### src/bavg_pkg.sv
// Shared constants, codes and control types for the battery average alarm.
package bavg_pkg;

  // Window depth (power of two) and output code range
  localparam int HISTORY_DEPTH = 16;
  localparam int OUT_MAX       = 1023;
  localparam int OUT_MIN       = 0;

  // Field and register widths
  localparam int RAW_W     = 10;
  localparam int TRIM_W    = 11;
  localparam int SPAN_W    = 10;
  localparam int OUT_W     = 10;
  localparam int CFG_W     = 11;
  localparam int CFG_IDX_W = 2;

  // Ring and running sum
  localparam int HIST_AW = $clog2(HISTORY_DEPTH);
  localparam int SUM_W   = OUT_W + HIST_AW;

  // Mapping arithmetic: trimmed offset, span, magnitudes, product, quotient
  localparam int D_W       = RAW_W + 2;
  localparam int DEN_W     = SPAN_W + 1;
  localparam int DMAG_W    = D_W - 1;
  localparam int SMAG_W    = SPAN_W;
  localparam int OUT_RANGE = OUT_MAX - OUT_MIN;
  localparam int RANGE_W   = $clog2(OUT_RANGE + 1);
  localparam int QW        = RANGE_W + 1;
  localparam int NUM_W     = DMAG_W + RANGE_W;
  localparam int CMP_W     = ((NUM_W > SMAG_W + QW) ? NUM_W : SMAG_W + QW) + 1;
  localparam int STEP_W    = $clog2(QW);

  // Stream widths, rounded up to whole bytes
  localparam int IN_DATA_W  = ((RAW_W + 7) / 8) * 8;
  localparam int OUT_BITS   = 2 * OUT_W + 1;
  localparam int OUT_DATA_W = ((OUT_BITS + 7) / 8) * 8;

  // Configuration register indexes
  typedef enum logic [CFG_IDX_W-1:0] {
    REG_TRIM    = 2'd0,
    REG_SPAN_LO = 2'd1,
    REG_SPAN_HI = 2'd2,
    REG_ALARM   = 2'd3
  } cfg_reg_t;

  // Input item kinds
  typedef enum logic [0:0] {
    ACT_SAMPLE  = 1'b0,
    ACT_RESTART = 1'b1
  } action_t;

  // Controller to datapath commands
  typedef struct packed {
    logic load;
    logic restart;
    logic mul;
    logic chk;
    logic div_step;
    logic upd;
  } bavg_cmd_t;

  // Datapath to controller status
  typedef struct packed {
    logic out_free;
  } bavg_sts_t;

endpackage

### src/bavg_ctrl.sv
// Sequencer for the battery average alarm: accept or restart, multiply, check, divide, update.
module bavg_ctrl import bavg_pkg::*; (
  input  logic       clk,
  input  logic       rst_n,
  input  logic       in_tvalid,
  output logic       in_tready,
  input  logic [0:0] in_tuser,
  input  bavg_sts_t  sts,
  output bavg_cmd_t  cmd
);

  typedef enum logic [4:0] {
    ST_IDLE = 5'b00001,
    ST_MUL  = 5'b00010,
    ST_CHK  = 5'b00100,
    ST_DIV  = 5'b01000,
    ST_UPD  = 5'b10000
  } state_t;

  state_t            state_r, state_nxt;
  logic [STEP_W-1:0] step_r, step_nxt;
  logic              accept;
  action_t           action;

  assign in_tready = (state_r == ST_IDLE);
  assign accept    = in_tvalid && in_tready;
  assign action    = action_t'(in_tuser);

  // Next state and commands
  always_comb begin
    state_nxt    = state_r;
    step_nxt     = step_r;
    cmd          = '0;
    unique case (state_r)
      ST_IDLE: begin
        if (accept) begin
          if (action == ACT_RESTART) begin
            cmd.restart = 1'b1;
          end else begin
            cmd.load  = 1'b1;
            state_nxt = ST_MUL;
          end
        end
      end
      ST_MUL: begin
        cmd.mul   = 1'b1;
        state_nxt = ST_CHK;
      end
      ST_CHK: begin
        cmd.chk   = 1'b1;
        step_nxt  = STEP_W'(QW - 1);
        state_nxt = ST_DIV;
      end
      ST_DIV: begin
        cmd.div_step = 1'b1;
        if (step_r == '0) begin
          state_nxt = ST_UPD;
        end else begin
          step_nxt = step_r - 1'b1;
        end
      end
      ST_UPD: begin
        // hold until the output register can take the result
        if (sts.out_free) begin
          cmd.upd   = 1'b1;
          state_nxt = ST_IDLE;
        end
      end
      default: begin
        state_nxt = ST_IDLE;
      end
    endcase
  end

  always_ff @(posedge clk) begin
    if (!rst_n) begin
      state_r <= ST_IDLE;
      step_r  <= '0;
    end else begin
      state_r <= state_nxt;
      step_r  <= step_nxt;
    end
  end

endmodule

### src/bavg_dp.sv
// Datapath: config registers, linear mapping with serial divider, history ring, output.
module bavg_dp import bavg_pkg::*; (
  input  logic                  clk,
  input  logic                  rst_n,
  input  bavg_cmd_t             cmd,
  output bavg_sts_t             sts,
  input  logic                  cfg_we,
  input  logic [CFG_IDX_W-1:0]  cfg_index,
  input  logic [CFG_W-1:0]      cfg_wdata,
  input  logic [RAW_W-1:0]      in_raw,
  output logic                  out_tvalid,
  input  logic                  out_tready,
  output logic [OUT_DATA_W-1:0] out_tdata
);

  // Configuration registers
  logic signed [TRIM_W-1:0] trim_r;
  logic [SPAN_W-1:0]        span_lo_r;
  logic [SPAN_W-1:0]        span_hi_r;
  logic [OUT_W-1:0]         alarm_r;

  always_ff @(posedge clk) begin
    if (!rst_n) begin
      trim_r    <= '0;
      span_lo_r <= '0;
      span_hi_r <= SPAN_W'(OUT_MAX);
      alarm_r   <= '0;
    end else if (cfg_we) begin
      unique case (cfg_reg_t'(cfg_index))
        REG_TRIM:    trim_r    <= $signed(cfg_wdata[TRIM_W-1:0]);
        REG_SPAN_LO: span_lo_r <= cfg_wdata[SPAN_W-1:0];
        REG_SPAN_HI: span_hi_r <= cfg_wdata[SPAN_W-1:0];
        REG_ALARM:   alarm_r   <= cfg_wdata[OUT_W-1:0];
        default: ;
      endcase
    end
  end

  // Load: trimmed offset from span_low, and the signed span
  logic signed [D_W-1:0]   d_nxt, d_r;
  logic signed [DEN_W-1:0] den_nxt, den_r;

  assign d_nxt = $signed({2'b00, in_raw}) + D_W'(trim_r) - $signed({2'b00, span_lo_r});
  assign den_nxt = $signed({1'b0, span_hi_r}) - $signed({1'b0, span_lo_r});

  // Multiply: magnitudes, product with the output range, sign of the quotient
  logic [DMAG_W-1:0] d_mag;
  logic [NUM_W-1:0]  prod_nxt, prod_r;
  logic [SMAG_W-1:0] den_mag_r;
  logic              neg_r;
  logic              zero_r;

  assign d_mag    = DMAG_W'(d_r[D_W-1] ? -d_r : d_r);
  assign prod_nxt = {{RANGE_W{1'b0}}, d_mag} * {{DMAG_W{1'b0}}, RANGE_W'(OUT_RANGE)};

  // Divide: restoring, one quotient bit per cycle, overflow checked up front
  logic [CMP_W-1:0] rem_r;
  logic [CMP_W-1:0] div_r;
  logic [QW-1:0]    q_r;
  logic             ovf_r;
  logic             q_bit;

  assign q_bit = (rem_r >= div_r);

  always_ff @(posedge clk) begin
    if (cmd.load) begin
      d_r   <= d_nxt;
      den_r <= den_nxt;
    end
    if (cmd.mul) begin
      prod_r    <= prod_nxt;
      den_mag_r <= SMAG_W'(den_r[DEN_W-1] ? -den_r : den_r);
      neg_r     <= d_r[D_W-1] ^ den_r[DEN_W-1];
      zero_r    <= (den_r == '0);
    end
    if (cmd.chk) begin
      rem_r <= CMP_W'(prod_r);
      div_r <= CMP_W'({den_mag_r, {(QW-1){1'b0}}});
      ovf_r <= (CMP_W'(prod_r) >= CMP_W'({den_mag_r, {QW{1'b0}}}));
      q_r   <= '0;
    end
    if (cmd.div_step) begin
      if (q_bit) begin
        rem_r <= rem_r - div_r;
      end
      q_r   <= {q_r[QW-2:0], q_bit};
      div_r <= div_r >> 1;
    end
  end

  // Saturate the quotient into the output code range
  logic [OUT_W-1:0] scaled;

  always_comb begin
    priority if (zero_r) begin
      scaled = '0;
    end else if (neg_r) begin
      scaled = OUT_W'(OUT_MIN);
    end else if (ovf_r || (q_r > QW'(OUT_RANGE))) begin
      scaled = OUT_W'(OUT_MAX);
    end else begin
      scaled = OUT_W'(q_r) + OUT_W'(OUT_MIN);
    end
  end

  // History ring: entries not written since restart read as the fill level
  logic [OUT_W-1:0]   hist_mem [HISTORY_DEPTH];
  logic [OUT_W-1:0]   hist_rd_r;
  logic [HIST_AW-1:0] slot_r;
  logic               wrapped_r;
  logic [OUT_W-1:0]   fill_r;
  logic [SUM_W-1:0]   sum_r;
  logic [OUT_W-1:0]   oldest;
  logic [SUM_W-1:0]   sum_nxt;
  logic [OUT_W-1:0]   avg;

  assign oldest  = wrapped_r ? hist_rd_r : fill_r;
  assign sum_nxt = sum_r - SUM_W'(oldest) + SUM_W'(scaled);
  assign avg     = sum_nxt[SUM_W-1:HIST_AW];

  always_ff @(posedge clk) begin
    if (cmd.load) begin
      hist_rd_r <= hist_mem[slot_r];
    end
    if (cmd.upd) begin
      hist_mem[slot_r] <= scaled;
    end
  end

  always_ff @(posedge clk) begin
    if (!rst_n) begin
      slot_r    <= '0;
      wrapped_r <= 1'b0;
      fill_r    <= '0;
      sum_r     <= '0;
    end else if (cmd.restart) begin
      slot_r    <= '0;
      wrapped_r <= 1'b0;
      fill_r    <= alarm_r;
      sum_r     <= {alarm_r, {HIST_AW{1'b0}}};
    end else if (cmd.upd) begin
      sum_r <= sum_nxt;
      if (slot_r == HIST_AW'(HISTORY_DEPTH - 1)) begin
        slot_r    <= '0;
        wrapped_r <= 1'b1;
      end else begin
        slot_r <= slot_r + 1'b1;
      end
    end
  end

  // Output register
  logic                  out_valid_r;
  logic [OUT_DATA_W-1:0] out_data_r;

  assign sts.out_free = !out_valid_r || out_tready;
  assign out_tvalid   = out_valid_r;
  assign out_tdata    = out_data_r;

  always_ff @(posedge clk) begin
    if (!rst_n) begin
      out_valid_r <= 1'b0;
    end else if (cmd.upd) begin
      out_valid_r <= 1'b1;
    end else if (out_tready) begin
      out_valid_r <= 1'b0;
    end
  end

  always_ff @(posedge clk) begin
    if (cmd.upd) begin
      out_data_r <= OUT_DATA_W'({(avg < alarm_r), avg, scaled});
    end
  end

endmodule

### src/battery_average_low_alarm_unit.sv
// Top level of the battery average low-level alarm.
// Each sample beat is trimmed, mapped from the calibration span onto codes OUT_MIN..OUT_MAX
// (saturated; a zero span gives 0), pushed into a 16-deep ring and averaged; the result beat
// carries the scaled value, the window average and a flag set when the average is below the
// alarm level. A restart beat refills the ring with the alarm level and gives no result. A
// sample runs through the 11-step serial restoring divider for the span; in_tready stays
// low meanwhile, so one sample is in work at a time. A finished result waits in an output
// register, and the next beat is taken while it waits. There is no clearing pass after
// reset: ring entries not yet written since reset or restart read as the fill level.
// Registers are to be written only while no beat is in work; the block does not enforce it.
module battery_average_low_alarm_unit import bavg_pkg::*; (
  input  logic                  clk,
  input  logic                  rst_n,
  // input stream
  input  logic                  in_tvalid,
  output logic                  in_tready,
  input  logic [IN_DATA_W-1:0]  in_tdata,   // [9:0] raw_sample
  input  logic [0:0]            in_tuser,   // [0] action
  // result stream
  output logic                  out_tvalid,
  input  logic                  out_tready,
  output logic [OUT_DATA_W-1:0] out_tdata,  // [9:0] scaled_value, [19:10] average_level,
                                            // [20] too_low
  // configuration writes
  input  logic                  cfg_we,
  input  logic [CFG_IDX_W-1:0]  cfg_index,
  input  logic [CFG_W-1:0]      cfg_wdata
);

  bavg_cmd_t cmd;
  bavg_sts_t sts;

  bavg_ctrl u_ctrl (
    .clk       (clk),
    .rst_n     (rst_n),
    .in_tvalid (in_tvalid),
    .in_tready (in_tready),
    .in_tuser  (in_tuser),
    .sts       (sts),
    .cmd       (cmd)
  );

  bavg_dp u_dp (
    .clk        (clk),
    .rst_n      (rst_n),
    .cmd        (cmd),
    .sts        (sts),
    .cfg_we     (cfg_we),
    .cfg_index  (cfg_index),
    .cfg_wdata  (cfg_wdata),
    .in_raw     (in_tdata[RAW_W-1:0]),
    .out_tvalid (out_tvalid),
    .out_tready (out_tready),
    .out_tdata  (out_tdata)
  );

endmodule

### config.mk
export PLATFORM = sky130hd
export DESIGN_NAME = battery_average_low_alarm_unit
export DESIGN_NICKNAME = d
export VERILOG_FILES = /design/src/bavg_pkg.sv /design/src/bavg_ctrl.sv /design/src/bavg_dp.sv /design/src/battery_average_low_alarm_unit.sv
export SDC_FILE = /design/constraint.sdc
export NUM_CORES = 1
export LEC_CHECK = 0
export ABC_AREA = 1
export ABC_CLOCK_PERIOD_IN_PS = 6850
export BUFFER_PORTS_ARGS = -buffer_cell sky130_fd_sc_hd__buf_2
export CORE_MARGIN = 4
export CORE_UTILIZATION = 58
export DETAILED_ROUTE_END_ITERATION = 7
export GPL_TIMING_DRIVEN = 0
export PLACE_DENSITY_LB_ADDON = 0.2
export SYNTH_ARGS = -nofsm -noshare
export SYNTH_HDL_FRONTEND = slang
export SYNTH_HIERARCHICAL = 1
export SYNTH_SLANG_ARGS = --single-unit
### constraint.sdc
create_clock -name clk -period 6.85 [get_ports clk]
set_clock_uncertainty 0.15 [all_clocks]
set_input_delay 0.685 -clock clk [delete_from_list [all_inputs] [get_ports clk]]
set_output_delay 0.685 -clock clk [all_outputs]
set_load 0.005 [all_outputs]
==> results.toml <==
[run_status]
outcome = "complete, no violations"

[die]
die_y_um = 203
ios = 61
initial_core_util_pct = 58.6
core.rowCount = 71
design.die.area_sq_mm = 0.0411
core_area_sq_mm = 0.0375
chipWidth_um = 203

[timing]
tightest_slew_ns = 1.31
tns_ns = 0
setup_viol = 0
fmax_mhz = 160
final.period_utilization_pct = 91.3
rsz0062_at_grt = "no"
hold_violations = 0
maxSlewHeadroom_pct = 12.3
fin_crit_ns = 6.26
drv_slew = 0

[setup_path]
crit_path_end_kind = "register"
critPathMaxFanout = 6
slowest_delay_ns = 0.63
crit_buf_inv = 7
required_ns = 7.00
crit_path_start_kind = "register"
slowest_stage = "fa_1"
cpMostUsedCell = "inv_1"
crit_arrival_ns = 6.40
worstPathCellList = "inv_1, ha_1, inv_1, nor2_1, nand2_1, nand2_1, xor2_4, inv_1, fa_1, inv_1, fa_1, fa_1, fa_1, inv_1, fa_1, inv_1, ha_1, nand2_1, nor2_1, inv_1, nor3_1, nand3_1, nand4_1, nand2_1"
path_class = "reg -> reg"
critPathTopFamily = "adder cells"

[drt]
num_vias = 16759
wl_um = 53100
firstDrtPassIters = 5
final_antenna_net_count = 0
drtIter0Drc = 1277
wire_per_inst_um = 17.4
drc = 0
via_per_inst = 5.49

[flow_run]
drv_cap = 0

[yosys]
netlist_area_sq_mm = 0.0220
ys_warn_count = 6
synthArstFlopShare_pct = 0
postSynthAreaPerCell_sq_um = 9.12
yosys_register_bits = 381
ys_top_cells_by_area = "edfxtp_1, dfxtp_1, nand2_1"
synth.most_common_cell = "nand2_1"
synth_common_cells = "nand2_1, inv_1, edfxtp_1, nor2_1, o21ai_0"
synth_edf_count = 279
synth_top_area_share_pct = 38.1
synthFlopType = "edfxtp_1"
seq_area_frac_synth_pct = 47.4
yosysTopAreaCell = "edfxtp_1"
ys_types = 53
synthCells = 2410

[min_path]
hold_class = "in -> reg"

[global_routing]
grt_usage_pct = 26.0
grt_max_degree = 34
grt_pass1_vias = 16751
gr-total-overflow = 0
antenna_found_initial = 1
grt_first_pass_wirelength_um = 86400

[clocking]
cts_max_level = 2
ctsRootBufferMaster = "clkbuf_16"
clock_latency_ns = 0.56
cts_max_path_buffers = 3
cts_buffers = 41
clock-sinks = 381
path_clk_slew_ns = 0.06
cts_tree = "built"

[final_layout]
nets = 2754
diodes = 0
post-route-util_pct = 64.7
area_delta_synth_final_pct = 10.4
drive_gt1_share_pct = 7.04

[placed_design]
port_buffers = 51
hpwl_um = 39700
place.gp.congestion = 0.990
==> worst register-to-register path, delay by kind of cell (launching register included) <==
kind                     cells  cell delay [ns]
flip-flops                   1             0.38
adder cells (fa/ha/maj)      7             3.33
buffers and inverters        7             0.49
XOR/XNOR                     1             0.28
AND/OR/NAND/NOR              9             1.37
==> cell type report <==
type	count	area, sq um
fillers	3118	13200
flip-flops and latches	381	10400
multi-input cells	1544	9750
inverters	422	1580
clock buffers	54	1100
well taps	511	639
repair buffers	54	289
plain buffers	65	285
clock inverters	21	186
==> logic make-up (layout without fill, tap and decap cells) <==
family	after synthesis	after routing	synth area share (%)
AO/OA/AOI/OAI	408	408	10.3
XOR/XNOR	67	67	2.67
adder cells (fa/ha/maj)	210	210	14.5
buffers and inverters	487	616	8.51
flip-flops	381	381	47.4
other	1	3	0.0171
AND/OR/NAND/NOR	856	856	16.6
==> metrics by stage <==
stage	hold WS, ns	area (sq um)	instances	worst slack [ns]
after floorplan	0.285	22000	2412	1.08
after global placement	0.301	22900	2974	0.252
after detailed placement	0.311	22900	2976	0.127
after CTS	0.244	24200	3051	0.109
after global routing	0.265	24300	3052	0.201
final	0.264	24300	3052	0.593
==> state kept, by name, summed over array words and instances, names as in the netlist, 11 cells and up <==
signal and cells:
u_dp/d_r 12, u_dp/prod_r 21, u_dp/den_r 11, u_dp/div_r 20, u_dp/sum_r 14, u_dp/out_tdata 21, u_dp/hist_mem 160, u_dp/q_r 11
u_dp/trim_r 11, u_dp/rem_r 22
==> placed cells by master (no fill, tap or decap), types with 17 or more instances in the layout <==
master / n
nand2_1: 456
inv_1: 413
edfxtp_1: 279
nor2_1: 198
o21ai_0: 184
ha_1: 136
a21oi_1: 115
nand3_1: 107
dfxtp_1: 102
fa_1: 74
clkbuf_1: 66
buf_2: 54
o22ai_1: 50
xor2_1: 43
clkbuf_16: 42
nand4_1: 31
xnor2_1: 20
nor3_1: 17
==> repair_timing <==
action	CTS	global route
buffers inserted	0	1
hold buffers	0	0
setup endpoints to repair	0	7
gates resized for setup	0	5
==> worst paths after layout <==
check / slack, ns / to / from / depth (start not counted)
setup / recovery: 0.59 / u_dp/prod_r[20]$_DFFE_PP_ / u_dp/d_r[0]$_DFFE_PP_ / 24
hold / removal: 0.26 / u_dp/out_tvalid$_SDFFE_PN0P_ / out_tready / 4
setup reg to reg: 0.59 / u_dp/prod_r[20]$_DFFE_PP_ / u_dp/d_r[0]$_DFFE_PP_ / 24
hold reg to reg: 0.33 / u_dp/fill_r[9]$_SDFFE_PN0P_ / u_dp/fill_r[9]$_SDFFE_PN0P_ / 2
==> layer usage <==
| layer | share of wire [%] | routed length (um) | vias to the layer above | GRT usage, % |
|---|---|---|---|---|
| met5 | 0 | 0 | - | 0 |
| met4 | 2.4 | 1260 | 0 | 7.32 |
| met3 | 5.6 | 2950 | 82 | 2.92 |
| met2 | 48 | 25700 | 498 | 44.8 |
| met1 | 44 | 23200 | 8061 | 35.4 |
| li1 | - | - | 8118 | - |
Power is not shown: default switching activity piles up to over one toggle a cycle in this logic, so the estimate is an artifact.
